$ cat src/sv/lfu_pkg.sv
package lfu_pkg;

    // Widths sized for the largest frame count (64) and page width (32)
    localparam int IDX_W  = 6;
    localparam int PAGE_W = 32;
    localparam int CNT_W  = 32;

    localparam logic [CNT_W-1:0] CNT_SAT = {CNT_W{1'b1}};
    localparam logic [CNT_W-1:0] CNT_ONE = CNT_W'(1);

    // Record that walks down the chain of frame cells during a search
    typedef struct packed {
        logic              hit;
        logic [IDX_W-1:0]  hit_idx;
        logic              empty_found;
        logic [IDX_W-1:0]  empty_idx;
        logic              best_any;
        logic [IDX_W-1:0]  best_idx;
        logic [PAGE_W-1:0] best_page;
        logic [CNT_W-1:0]  best_count;
        logic [CNT_W-1:0]  best_stamp;
    } scan_rec_t;

    // Broadcast update to all cells at the end of a request
    typedef struct packed {
        logic             en;
        logic             clr;
        logic             fill;
        logic [IDX_W-1:0] idx;
        logic [CNT_W-1:0] stamp;
    } upd_cmd_t;

    localparam scan_rec_t SCAN_REC_INIT = '0;

    function automatic logic [CNT_W-1:0] sat_inc(input logic [CNT_W-1:0] v);
        sat_inc = (v == CNT_SAT) ? v : v + CNT_ONE;
    endfunction

endpackage

$ cat src/sv/lfu_cell.sv
module lfu_cell #(
    parameter int INDEX     = 0,
    parameter int PAGE_BITS = 16
) (
    input  logic                  clk,
    input  logic                  rst_n,
    input  logic                  active,
    input  logic [PAGE_BITS-1:0]  req_page,
    input  lfu_pkg::scan_rec_t    rec_in,
    output lfu_pkg::scan_rec_t    rec_out,
    input  lfu_pkg::upd_cmd_t     upd
);

    logic [PAGE_BITS-1:0]          page_reg;
    logic                          valid_reg;
    logic [lfu_pkg::CNT_W-1:0]     count_reg;
    logic [lfu_pkg::CNT_W-1:0]     stamp_reg;
    lfu_pkg::scan_rec_t            rec_next;
    lfu_pkg::scan_rec_t            rec_reg;
    logic                          sel;
    logic                          better;

    assign sel = (upd.idx == lfu_pkg::IDX_W'(INDEX));

    // Smaller count wins; equal count goes to the older stamp, else earlier frame
    assign better = !rec_in.best_any
                 || (count_reg < rec_in.best_count)
                 || ((count_reg == rec_in.best_count) && (stamp_reg < rec_in.best_stamp));

    always_comb
    begin
        rec_next = rec_in;
        if (active && valid_reg && !rec_in.hit && (page_reg == req_page))
        begin
            rec_next.hit     = 1'b1;
            rec_next.hit_idx = lfu_pkg::IDX_W'(INDEX);
        end
        if (active && !valid_reg && !rec_in.empty_found)
        begin
            rec_next.empty_found = 1'b1;
            rec_next.empty_idx   = lfu_pkg::IDX_W'(INDEX);
        end
        if (active && valid_reg && better)
        begin
            rec_next.best_any   = 1'b1;
            rec_next.best_idx   = lfu_pkg::IDX_W'(INDEX);
            rec_next.best_page  = lfu_pkg::PAGE_W'(page_reg);
            rec_next.best_count = count_reg;
            rec_next.best_stamp = stamp_reg;
        end
    end

    always_ff @(posedge clk)
    begin
        rec_reg <= rec_next;
        if (upd.en && !upd.clr && sel)
        begin
            stamp_reg <= upd.stamp;
            if (upd.fill)
            begin
                page_reg  <= req_page;
                count_reg <= lfu_pkg::CNT_ONE;
            end
            else
            begin
                count_reg <= lfu_pkg::sat_inc(count_reg);
            end
        end
    end

    always_ff @(posedge clk or negedge rst_n)
    begin
        if (!rst_n)
        begin
            valid_reg <= 1'b0;
        end
        else if (upd.en && upd.clr)
        begin
            valid_reg <= 1'b0;
        end
        else if (upd.en && sel && upd.fill)
        begin
            valid_reg <= 1'b1;
        end
    end

    assign rec_out = rec_reg;

endmodule

$ cat src/sv/lfu_page_replacement_core.sv
// LFU page replacement core, oldest-stamp tie break.
// Request flow: IDLE takes it, SCAN steps the search record one frame cell
// per cycle down the chain, DONE loads the result register once it is free.
//   in_ready is high only in IDLE, so one request is in flight at a time.
// Reset (rst_n, async, active low): all frames empty, totals and stamp zero,
//   frames_in_use = 8. No clearing pass is needed.
module lfu_page_replacement_core #(
    parameter int MAX_FRAMES = 8,
    parameter int PAGE_BITS  = 16
) (
    input  logic                  clk,
    input  logic                  rst_n,

    input  logic                  cfg_wr_en,
    input  logic [3:0]            cfg_wr_data,

    input  logic                  in_valid,
    output logic                  in_ready,
    input  logic [PAGE_BITS-1:0]  page_id,
    input  logic                  end_of_run,

    output logic                  out_valid,
    input  logic                  out_ready,
    output logic                  was_hit,
    output logic [2:0]            slot,
    output logic                  evicted_valid,
    output logic [PAGE_BITS-1:0]  evicted_page,
    output logic [31:0]           hits_so_far,
    output logic [31:0]           faults_so_far
);

    localparam int CW = $clog2(MAX_FRAMES + 1);

    typedef enum logic [1:0] {
        IDLE,
        SCAN,
        DONE
    } state_t;

    state_t                        state_reg;
    logic [CW-1:0]                 cnt_reg;
    logic [3:0]                    frames_in_use_reg;
    logic [PAGE_BITS-1:0]          page_reg;
    logic                          end_run_reg;
    logic [lfu_pkg::CNT_W-1:0]     stamp_reg;
    logic [lfu_pkg::CNT_W-1:0]     hit_total_reg;
    logic [lfu_pkg::CNT_W-1:0]     fault_total_reg;

    logic                          out_valid_reg;
    logic                          was_hit_reg;
    logic [2:0]                    slot_reg;
    logic                          evicted_valid_reg;
    logic [PAGE_BITS-1:0]          evicted_page_reg;
    logic [31:0]                   hits_reg;
    logic [31:0]                   faults_reg;

    logic [CW-1:0]                 n_active;
    logic [MAX_FRAMES-1:0]         active;
    lfu_pkg::scan_rec_t            rec [MAX_FRAMES+1];
    lfu_pkg::scan_rec_t            fin;
    lfu_pkg::upd_cmd_t             upd;
    logic                          out_free;
    logic                          in_xfer;
    logic [lfu_pkg::IDX_W-1:0]     pos;
    logic                          ev_valid;
    logic [lfu_pkg::CNT_W-1:0]     stamp_next;
    logic [lfu_pkg::CNT_W-1:0]     hit_total_next;
    logic [lfu_pkg::CNT_W-1:0]     fault_total_next;

    // Active frame count: zero acts as one, anything past MAX_FRAMES clamps
    always_comb
    begin
        if (frames_in_use_reg == 4'd0)
            n_active = CW'(1);
        else if (int'(frames_in_use_reg) > MAX_FRAMES)
            n_active = CW'(MAX_FRAMES);
        else
            n_active = CW'(frames_in_use_reg);
    end

    // Chain of frame cells. Cell 0 always sees a fresh record; each cell
    // registers its view of the search and hands it on. Once the record has
    // passed all MAX_FRAMES cells, the last cell's output covers every active frame.
    assign rec[0] = lfu_pkg::SCAN_REC_INIT;

    for (genvar k = 0; k < MAX_FRAMES; k++)
    begin : g_cell
        assign active[k] = (k < int'(n_active));

        lfu_cell #(
            .INDEX     (k),
            .PAGE_BITS (PAGE_BITS)
        ) u_cell (
            .clk      (clk),
            .rst_n    (rst_n),
            .active   (active[k]),
            .req_page (page_reg),
            .rec_in   (rec[k]),
            .rec_out  (rec[k+1]),
            .upd      (upd)
        );
    end

    assign fin = rec[MAX_FRAMES];

    // Decision: hit frame, else first empty frame, else LFU victim
    always_comb
    begin
        if (fin.hit)
            pos = fin.hit_idx;
        else if (fin.empty_found)
            pos = fin.empty_idx;
        else
            pos = fin.best_idx;
    end

    assign ev_valid         = !fin.hit && !fin.empty_found;
    assign stamp_next       = lfu_pkg::sat_inc(stamp_reg);
    assign hit_total_next   = fin.hit ? lfu_pkg::sat_inc(hit_total_reg) : hit_total_reg;
    assign fault_total_next = fin.hit ? fault_total_reg : lfu_pkg::sat_inc(fault_total_reg);

    // Result register may be refilled when empty or being drained this cycle
    assign out_free = !out_valid_reg || out_ready;
    assign in_ready = (state_reg == IDLE);
    assign in_xfer  = in_valid && in_ready;

    always_comb
    begin
        upd.en    = (state_reg == DONE) && out_free;
        upd.clr   = end_run_reg;
        upd.fill  = !fin.hit;
        upd.idx   = pos;
        upd.stamp = stamp_next;
    end

    // Request capture (payload, no reset)
    always_ff @(posedge clk)
    begin
        if (in_xfer)
        begin
            page_reg    <= page_id;
            end_run_reg <= end_of_run;
        end
    end

    // Result payload
    always_ff @(posedge clk)
    begin
        if (upd.en)
        begin
            was_hit_reg       <= fin.hit;
            slot_reg          <= pos[2:0];
            evicted_valid_reg <= ev_valid;
            evicted_page_reg  <= ev_valid ? fin.best_page[PAGE_BITS-1:0] : '0;
            hits_reg          <= hit_total_next;
            faults_reg        <= fault_total_next;
        end
    end

    // Control, totals and configuration
    always_ff @(posedge clk or negedge rst_n)
    begin
        if (!rst_n)
        begin
            state_reg         <= IDLE;
            cnt_reg           <= '0;
            out_valid_reg     <= 1'b0;
            stamp_reg         <= '0;
            hit_total_reg     <= '0;
            fault_total_reg   <= '0;
            frames_in_use_reg <= 4'd8;
        end
        else
        begin
            if (cfg_wr_en)
                frames_in_use_reg <= cfg_wr_data;

            // drained result with no new one loading behind it
            if (out_valid_reg && out_ready && !upd.en)
                out_valid_reg <= 1'b0;

            unique case (state_reg)
                IDLE:
                begin
                    if (in_xfer)
                    begin
                        cnt_reg   <= CW'(MAX_FRAMES);
                        state_reg <= SCAN;
                    end
                end
                SCAN:
                begin
                    cnt_reg <= cnt_reg - CW'(1);
                    if (cnt_reg == CW'(1))
                        state_reg <= DONE;
                end
                DONE:
                begin
                    if (out_free)
                    begin
                        out_valid_reg <= 1'b1;
                        state_reg     <= IDLE;
                        // end of run: totals and stamp restart after the report
                        if (end_run_reg)
                        begin
                            stamp_reg       <= '0;
                            hit_total_reg   <= '0;
                            fault_total_reg <= '0;
                        end
                        else
                        begin
                            stamp_reg       <= stamp_next;
                            hit_total_reg   <= hit_total_next;
                            fault_total_reg <= fault_total_next;
                        end
                    end
                end
                default:
                begin
                    state_reg <= IDLE;
                end
            endcase
        end
    end

    assign out_valid     = out_valid_reg;
    assign was_hit       = was_hit_reg;
    assign slot          = slot_reg;
    assign evicted_valid = evicted_valid_reg;
    assign evicted_page  = evicted_page_reg;
    assign hits_so_far   = hits_reg;
    assign faults_so_far = faults_reg;

    // A hit never evicts
    a_hit_no_evict: assert property (@(posedge clk) disable iff (!rst_n)
        out_valid |-> !(was_hit && evicted_valid))
        else $error("hit reported with eviction");

    // No eviction means the evicted page reads zero
    a_evict_zero: assert property (@(posedge clk) disable iff (!rst_n)
        (out_valid && !evicted_valid) |-> (evicted_page == '0))
        else $error("evicted page nonzero without eviction");

    // One request at a time: a transfer in closes the input side
    a_one_in_flight: assert property (@(posedge clk) disable iff (!rst_n)
        (in_valid && in_ready) |=> !in_ready)
        else $error("input accepted while a request is in flight");

    // A reported hit or fault always shows up in its total
    a_totals: assert property (@(posedge clk) disable iff (!rst_n)
        out_valid |-> (was_hit ? (hits_so_far != 32'd0) : (faults_so_far != 32'd0)))
        else $error("running total missed the reported request");

endmodule

$ cat config.mk
export PLATFORM = sky130hd
export DESIGN_NAME = lfu_page_replacement_core
export DESIGN_NICKNAME = d
export VERILOG_FILES = /design/src/sv/lfu_pkg.sv /design/src/sv/lfu_cell.sv /design/src/sv/lfu_page_replacement_core.sv
export SDC_FILE = /design/constraint.sdc
export NUM_CORES = 2
export LEC_CHECK = 0
export ABC_AREA = 1
export BUFFER_PORTS_ARGS = -buffer_cell sky130_fd_sc_hd__buf_4
export CAP_MARGIN = 30
export CORE_AREA = 5 5 462 464
export CTS_BUF_LIST = sky130_fd_sc_hd__clkbuf_4 sky130_fd_sc_hd__clkbuf_8 sky130_fd_sc_hd__clkbuf_16
export CTS_CLUSTER_SIZE = 28
export DETAILED_ROUTE_END_ITERATION = 16
export DIE_AREA = 0 0 467 469
export PLACE_DENSITY = 0.5
export SLEW_MARGIN = 30
export SYNTH_ARGS = -nofsm -noshare
export SYNTH_HDL_FRONTEND = slang
export SYNTH_SLANG_ARGS = --single-unit
$ cat constraint.sdc
create_clock -name clk -period 5.65 [get_ports clk]
set_clock_uncertainty 0.1 [all_clocks]
set_input_delay 0.565 -clock clk [delete_from_list [all_inputs] [get_ports clk]]
set_output_delay 0.565 -clock clk [all_outputs]
set_load 0.03 [all_outputs]
# After elaboration in Yosys (flattened, before gate mapping)
# Index checks and enable logic that the tools add are counted.
# Widths: inputs -> output; s select.
totals:
  mem_count: 0
  in_bits: 26
  mem_bits_ro: 0
  out_inout_bits: 87
  latchBits: 0
  mem_bits_rw: 0
  regBits: 1600
  word_cells: 417
classes:
  bitwise: 1
  mux: 55
  magnitude_cmp: 23
  n_reduce_logical: 163
  multipliers: 0
  n_addsub: 12
  eq_ne: 47
  n_div: 0
  n_shift: 0
ops:
  columns: ["op", "n"]
  rows:
  - ["$mux 80", 7]
  - ["$mux 32", 16]
  - ["$lt 32x32->1", 14]
  - ["$add 32x1->32 const B", 11]
  - ["$eq 32x32->1 const B", 11]
  - ["$eq 32x32->1", 7]
  - ["$eq 16x16->1", 8]
  - ["$mux 103", 1]
  - ["$logic_and 1x1->1", 83]
  - ["$reduce_and 2->1", 18]
  - ["$logic_not 1->1", 34]
  - ["$eq 6x3->1 const B", 4]
  - ["$ne 2x2->1 const B", 10]
  - ["$mux 1", 19]
  - ["$reduce_bool 2->1", 9]
  - ["$lt 3x4->1 const A", 4]
  - ["$logic_or 1x1->1", 15]
  - ["$mux 7", 2]
  - ["$eq 6x2->1 const B", 2]
  - ["$mux 4", 3]
  - ["$mux 6", 2]
  - ["$lt 1x4->1 const A", 2]
  - ["$lt 2x4->1 const A", 2]
  - ["$pmux 4 s2", 1]
  - ["other kinds (14)", 16]

# Longest topological paths before layout
logic_depth:
  ltp_word: 8
  depth_mapped: 19
  mapped_depth_nobuf: 17

# Cells and area by module
# Synthesis repeated with hierarchy kept, for this count alone.
hier_totals:
  cells_unflattened: 9743
  hier_area_um2: 84298.3
by_module_without_submodules:
  columns: ["mod", "cells_each", "n_inst", "area_each_um2", "seq_area_each_um2"]
  rows:
  - ["lfu_cell at g_cell[1].u_cell ...", 1031, 2, 9172.5, 4769.6]
  - ["lfu_cell at g_cell[5].u_cell ...", 1026, 2, 9062.4, 4769.6]
  - ["lfu_page_replacement_core", 1514, 1, 11444.7, 5741.8]
  - ["lfu_cell at g_cell[4].u_cell", 1024, 1, 9135.0, 4769.6]
  - ["lfu_cell at g_cell[7].u_cell", 1042, 1, 9098.7, 4769.6]
  - ["lfu_cell at g_cell[0].u_cell", 1022, 1, 9086.2, 4769.6]
  - ["lfu_cell at g_cell[3].u_cell", 1027, 1, 9063.7, 4769.6]

# Worst setup path after synthesis
# Ideal clock, no wire load.
synth_path:
  path_kind: "register to register"
  from: "reg out_valid_reg, in the netlist out_valid"
  to: "reg g_cell[7].u_cell.count_reg[0] (netlist name), enable pin"
  setup_slack_ns: 1.567
  t_arrival_ns: 3.589
  required_time_ns: 5.156
  setup_ns: 0.394
  synth_period_minus_slack_ns: 4.083
  stages_incl_launch_ff: 9
  n_path_buf: 0
  path_cell_list: "dfrtp_1 inv_1 nor2_1 nor2_2 inv_2 nor2_2 inv_2 nor2_1 o31a_1"
synth_via:
  elab_chain_len: 6
synth_lines:
  columns: ["element", "line_no", "source"]
  rows:
  - ["from (decl)", "lfu_page_replacement_core.sv:49", "logic out_valid_reg;"]
  - ["from (signal assigned)", "lfu_page_replacement_core.sv:167", "out_valid_reg <= 1'b0;"]
  - ["from (signal assigned)", "lfu_page_replacement_core.sv:180", "out_valid_reg <= 1'b0;"]
  - ["from (signal assigned)", "lfu_page_replacement_core.sv:201", "out_valid_reg <= 1'b1;"]
  - ["$logic_not 1->1", "lfu_page_replacement_core.sv:123", "assign out_free = !out_valid_reg || out_ready;"]
  - ["$logic_or 1x1->1", "lfu_page_replacement_core.sv:123", null]
  - ["$logic_and 1x1->1", "lfu_page_replacement_core.sv:129", "upd.en = (state_reg == DONE) && out_free;"]
  - ["$logic_and 1x1->1 (2 in series)", "lfu_cell.sv:56", "if (upd.en && !upd.clr && sel)"]
  - ["$reduce_and 2->1 (no source line)", null, null]
  - ["to (signal assigned)", "lfu_cell.sv:62", "count_reg <= lfu_pkg::CNT_ONE;"]
  - ["to (signal assigned)", "lfu_cell.sv:66", "count_reg <= lfu_pkg::sat_inc(count_reg);"]
  - ["to (decl)", "lfu_cell.sv:16", "logic [lfu_pkg::CNT_W-1:0] count_reg;"]
# No other way between the ends.
# A chain may end at the register's enable or synchronous reset.

==> results_dict.tcl <==
set metrics [dict create \
    num_vias 54500 \
    post_cts.repair.setup_buffers 0 \
    cts_inserted_buffers 168 \
    async_reset_ff_frac 0.0763 \
    gp_congestion 0.874 \
    critPathMaxFanout 48 \
    ys.flop_type "edfxtp_1" \
    drt_iter0_drc 3394 \
    drtPass1Iterations 6 \
    start_util 0.348 \
    hold_viol 0 \
    slew_violations 0 \
    grt_max_degree 104 \
    maxCapViolCount 0 \
    outcome "completed" \
    grt_antenna_before_repair 5 \
    dieArea_sq_mm 0.219 \
    crit_slowest_cell "buf_4" \
    synth_edf_count 742 \
    path_class "register to register" \
    n_fill_cell 20800 \
    area_growth_pct 14.1 \
    power_frac_comb 0.267 \
    maxSlewHeadroom 0.365 \
    ys_ff_latch 1507 \
    syn-num-nets 8835 \
    ys_seq_area_frac 0.525 \
    grt_usage 0.176 \
    ios 113 \
    overflow 0 \
    worstMarginPinSlew_ps 952 \
    end_kind "register" \
    startpoint_type "register" \
    syn_area_per_cell_sq_um 8.70 \
    synthCells 8355 \
    final_nets 8978 \
    yosys.area.top_type "edfxtp_1" \
    ys_types 70 \
    p_clk_frac 0.307 \
    dp_hpwl_mm 139 \
    clock_path_buffers 3 \
    largest_register_ffs 650 \
    timing.final.crit_share 0.628 \
    grt_pass1_vias 54700 \
    yosysWarningCount 0 \
    cp_cell_sequence "ha_1, nand2_1, nor2_1, nand2_1, nor2_1, nand4_1, nor2_1, nand2_1, nand2_2, buf_4, nand3_1, nand2_1" \
    synth_top_area_frac 0.307 \
    vias_per_cell 4.76 \
    std_cell_rows 168 \
    required_ps 6310 \
    die_h_um 469 \
    synthTopCellsByArea "edfxtp_1 (31%), dfxtp_1 (18%), nand2_1 (11%), ha_1 (7.8%), inv_1 (6.2%)" \
    htreeDepth 4 \
    finalSetupViolCount 0 \
    fin_tns_setup_ps 0 \
    power_mw 37.2 \
    clk_latency_ps 820 \
    drt-total-wl_mm 193 \
    switching_share 0.348 \
    crit_path_max_incr_delay_ps 550 \
    irDropWorstVdd_mv 0.303 \
    fmax_mhz 282 \
    p_int_mw 24.2 \
    drc_errors 0 \
    rsz0062_at_grt "no" \
    regToRegSetupSlack_ps 2100 \
    cts_tree "yes" \
    cpMostUsedCell "nand2_1" \
    cts_root_buf "clkbuf_16" \
    fp.dieW_um 467 \
    drive_gt1_frac 0.0799 \
    switchingPower_mw 12.9 \
    hold_class "primary input to asynchronous set/reset pin" \
    core-area_sq_mm 0.209 \
    cts_sinks 1507 \
    seq_power_share 0.425 \
    postRouteAntennaNets 0 \
    path_clk_slew_ps 60 \
    path_delay_family "simple AND/OR/NAND/NOR gates" \
    cts-resized-gates 0 \
    grt_pass1_wl_mm 308 \
    crit_buf_inv 1 \
    crit_arrival_ps 4210 \
    mappedNetlistArea_sq_mm 0.0727 \
    layout_min_cycle_time_ps 3550 \
    powerDensity_mw_per_mm2 448 \
    p_leak_nw 36.5 \
    io_buffers 112 \
    avgRoutedWirePerCell_um 16.8 \
]
cells in the final DEF, fill, tap and decap left out, types with 7 or more instances in the layout:
| master | synthesis | layout |
|---|---|---|
| o21a_1 | 50 | 50 |
| nor2_2 | 28 | 26 |
| nor2_1 | 528 | 523 |
| clkbuf_8 | 0 | 19 |
| nand3_1 | 697 | 697 |
| xnor2_1 | 61 | 61 |
| inv_2 | 15 | 14 |
| nand2_1 | 2215 | 2213 |
| dfxtp_1 | 650 | 649 |
| a21oi_1 | 351 | 349 |
| o22ai_1 | 34 | 34 |
| inv_1 | 1201 | 1200 |
| nor3b_1 | 22 | 22 |
| clkinv_2 | 0 | 28 |
| clkinvlp_4 | 0 | 11 |
| nand4_1 | 144 | 144 |
| dlygate4sd3_1 | 0 | 27 |
| clkbuf_4 | 0 | 39 |
| nor3_1 | 170 | 170 |
| a21o_1 | 14 | 14 |
| clkbuf_16 | 0 | 174 |
| edfxtp_1 | 742 | 742 |
| bufinv_16 | 0 | 12 |
| xor2_1 | 120 | 119 |
| o21ai_0 | 200 | 198 |
| ha_1 | 454 | 454 |
| nand3_2 | 8 | 8 |
| a22o_1 | 7 | 7 |
| or2_2 | 55 | 55 |
| nor4_1 | 32 | 31 |
| nand2_2 | 19 | 17 |
| nor3_2 | 16 | 16 |
| clkinv_1 | 3 | 18 |
| nand3b_1 | 9 | 9 |
| dfrtp_1 | 114 | 113 |
| buf_4 | 16 | 188 |
| o21ai_1 | 55 | 57 |
| nor2_4 | 10 | 17 |
worst paths after layout:
| check | start | to | cells after the start |
|---|---|---|---|
| worst max register to register | g_cell[3].u_cell.count_reg[31] | g_cell[3].u_cell.rec_out[75] | 12 |
| min in group clk | g_cell[5].u_cell.rec_out[103] | g_cell[6].u_cell.rec_out[103] | 2 |
| worst max-delay path | g_cell[3].u_cell.count_reg[31] | g_cell[3].u_cell.rec_out[75] | 12 |
| max in group asynchronous | rst_n | g_cell[0].u_cell.valid_reg | 3 |
| worst min register to register | g_cell[5].u_cell.rec_out[103] | g_cell[6].u_cell.rec_out[103] | 2 |
| worst min-delay path | rst_n | fault_total_reg[21] | 2 |
kinds of logic after synthesis:
group,after synthesis,synth area share
DFF,1507,0.525
xor gates and xnor gates,182,0.0220
buffers and inverters,1472,0.0800
adders and majority gates,454,0.0781
AOI/OAI and AO/OA,756,0.0569
and+or+nand+nor,3983,0.238
muxes,1,0.000155
final cells by class:
cell class              count  area, sq um  share of cell area
well taps                2805         3510              0.0423
clock inverters            84          996              0.0120
inverters                1219         4580              0.0553
multi-input cells        5376        28900               0.348
flip-flops and latches   1507        38200               0.460
clock buffers             232         4910              0.0592
repair buffers            226         1850              0.0223
diodes                      3         7.51           0.0000905
cells in the mapped netlist, types with 14 or more instances:
library cell  instances
ha_1                454
o21ai_0             200
buf_2                71
inv_1              1201
o21ai_1              55
nor3_2               16
buf_4                16
xor2_1              120
or2_2                55
clkbuf_1            114
dfrtp_1             114
nor4_1               32
nand4_1             144
xnor2_1              61
o22ai_1              34
buf_6                19
nor3b_1              22
nand2_1            2215
a21oi_1             351
inv_2                15
nor3_1              170
nor2_1              528
nand2_2              19
o21a_1               50
buf_1                33
edfxtp_1            742
dfxtp_1             650
a21o_1               14
nand3_1             697
nor2_2               28
per-layer routing:
| metal | wire [um] | vias up | track usage |
|---|---|---|---|
| li1 | - | 27600 | - |
| met1 | 93400 | 25500 | 0.247 |
| met2 | 85400 | 1140 | 0.280 |
| met3 | 8890 | 309 | 0.0257 |
| met4 | 5190 | 0 | 0.0531 |
| met5 | 0 | - | 0 |
power by group through the flow:
stage | Sequential (mW) | Combinational (mW) | Clock (mW)
2_1_floorplan | 15.7 | 6.76 | 0
3_3_place_gp | 16.1 | 9.73 | 0
3_5_place_dp | 16.0 | 9.98 | 0
4_1_cts | 15.8 | 10.1 | 11.8
5_1_grt | 16.1 | 11.5 | 12.2
6_report | 15.8 | 9.93 | 11.4
metrics by stage:
stage / util / instance area [sq um] / hold slack, ps / worst slack [ps] / cells
floorplan: - / 72700 / 169 / 1570 / 8355
global route: 0.397 / 82900 / 250 / 1800 / 11500
finish: 0.397 / 82900 / 229 / 2100 / 11500
global placement: 0.367 / 76600 / 291 / 2000 / 11100
detailed placement: 0.368 / 76700 / 297 / 2030 / 11100
CTS: 0.397 / 82900 / 268 / 2010 / 11400
what timing repair did:
item                                   in CTS  in global routing
hold buffers                               27                  0
endpoints found under the hold margin      89                  0
setup endpoints to repair                   0                  0
No activity file was read; power rests on OpenSTA's default activity.
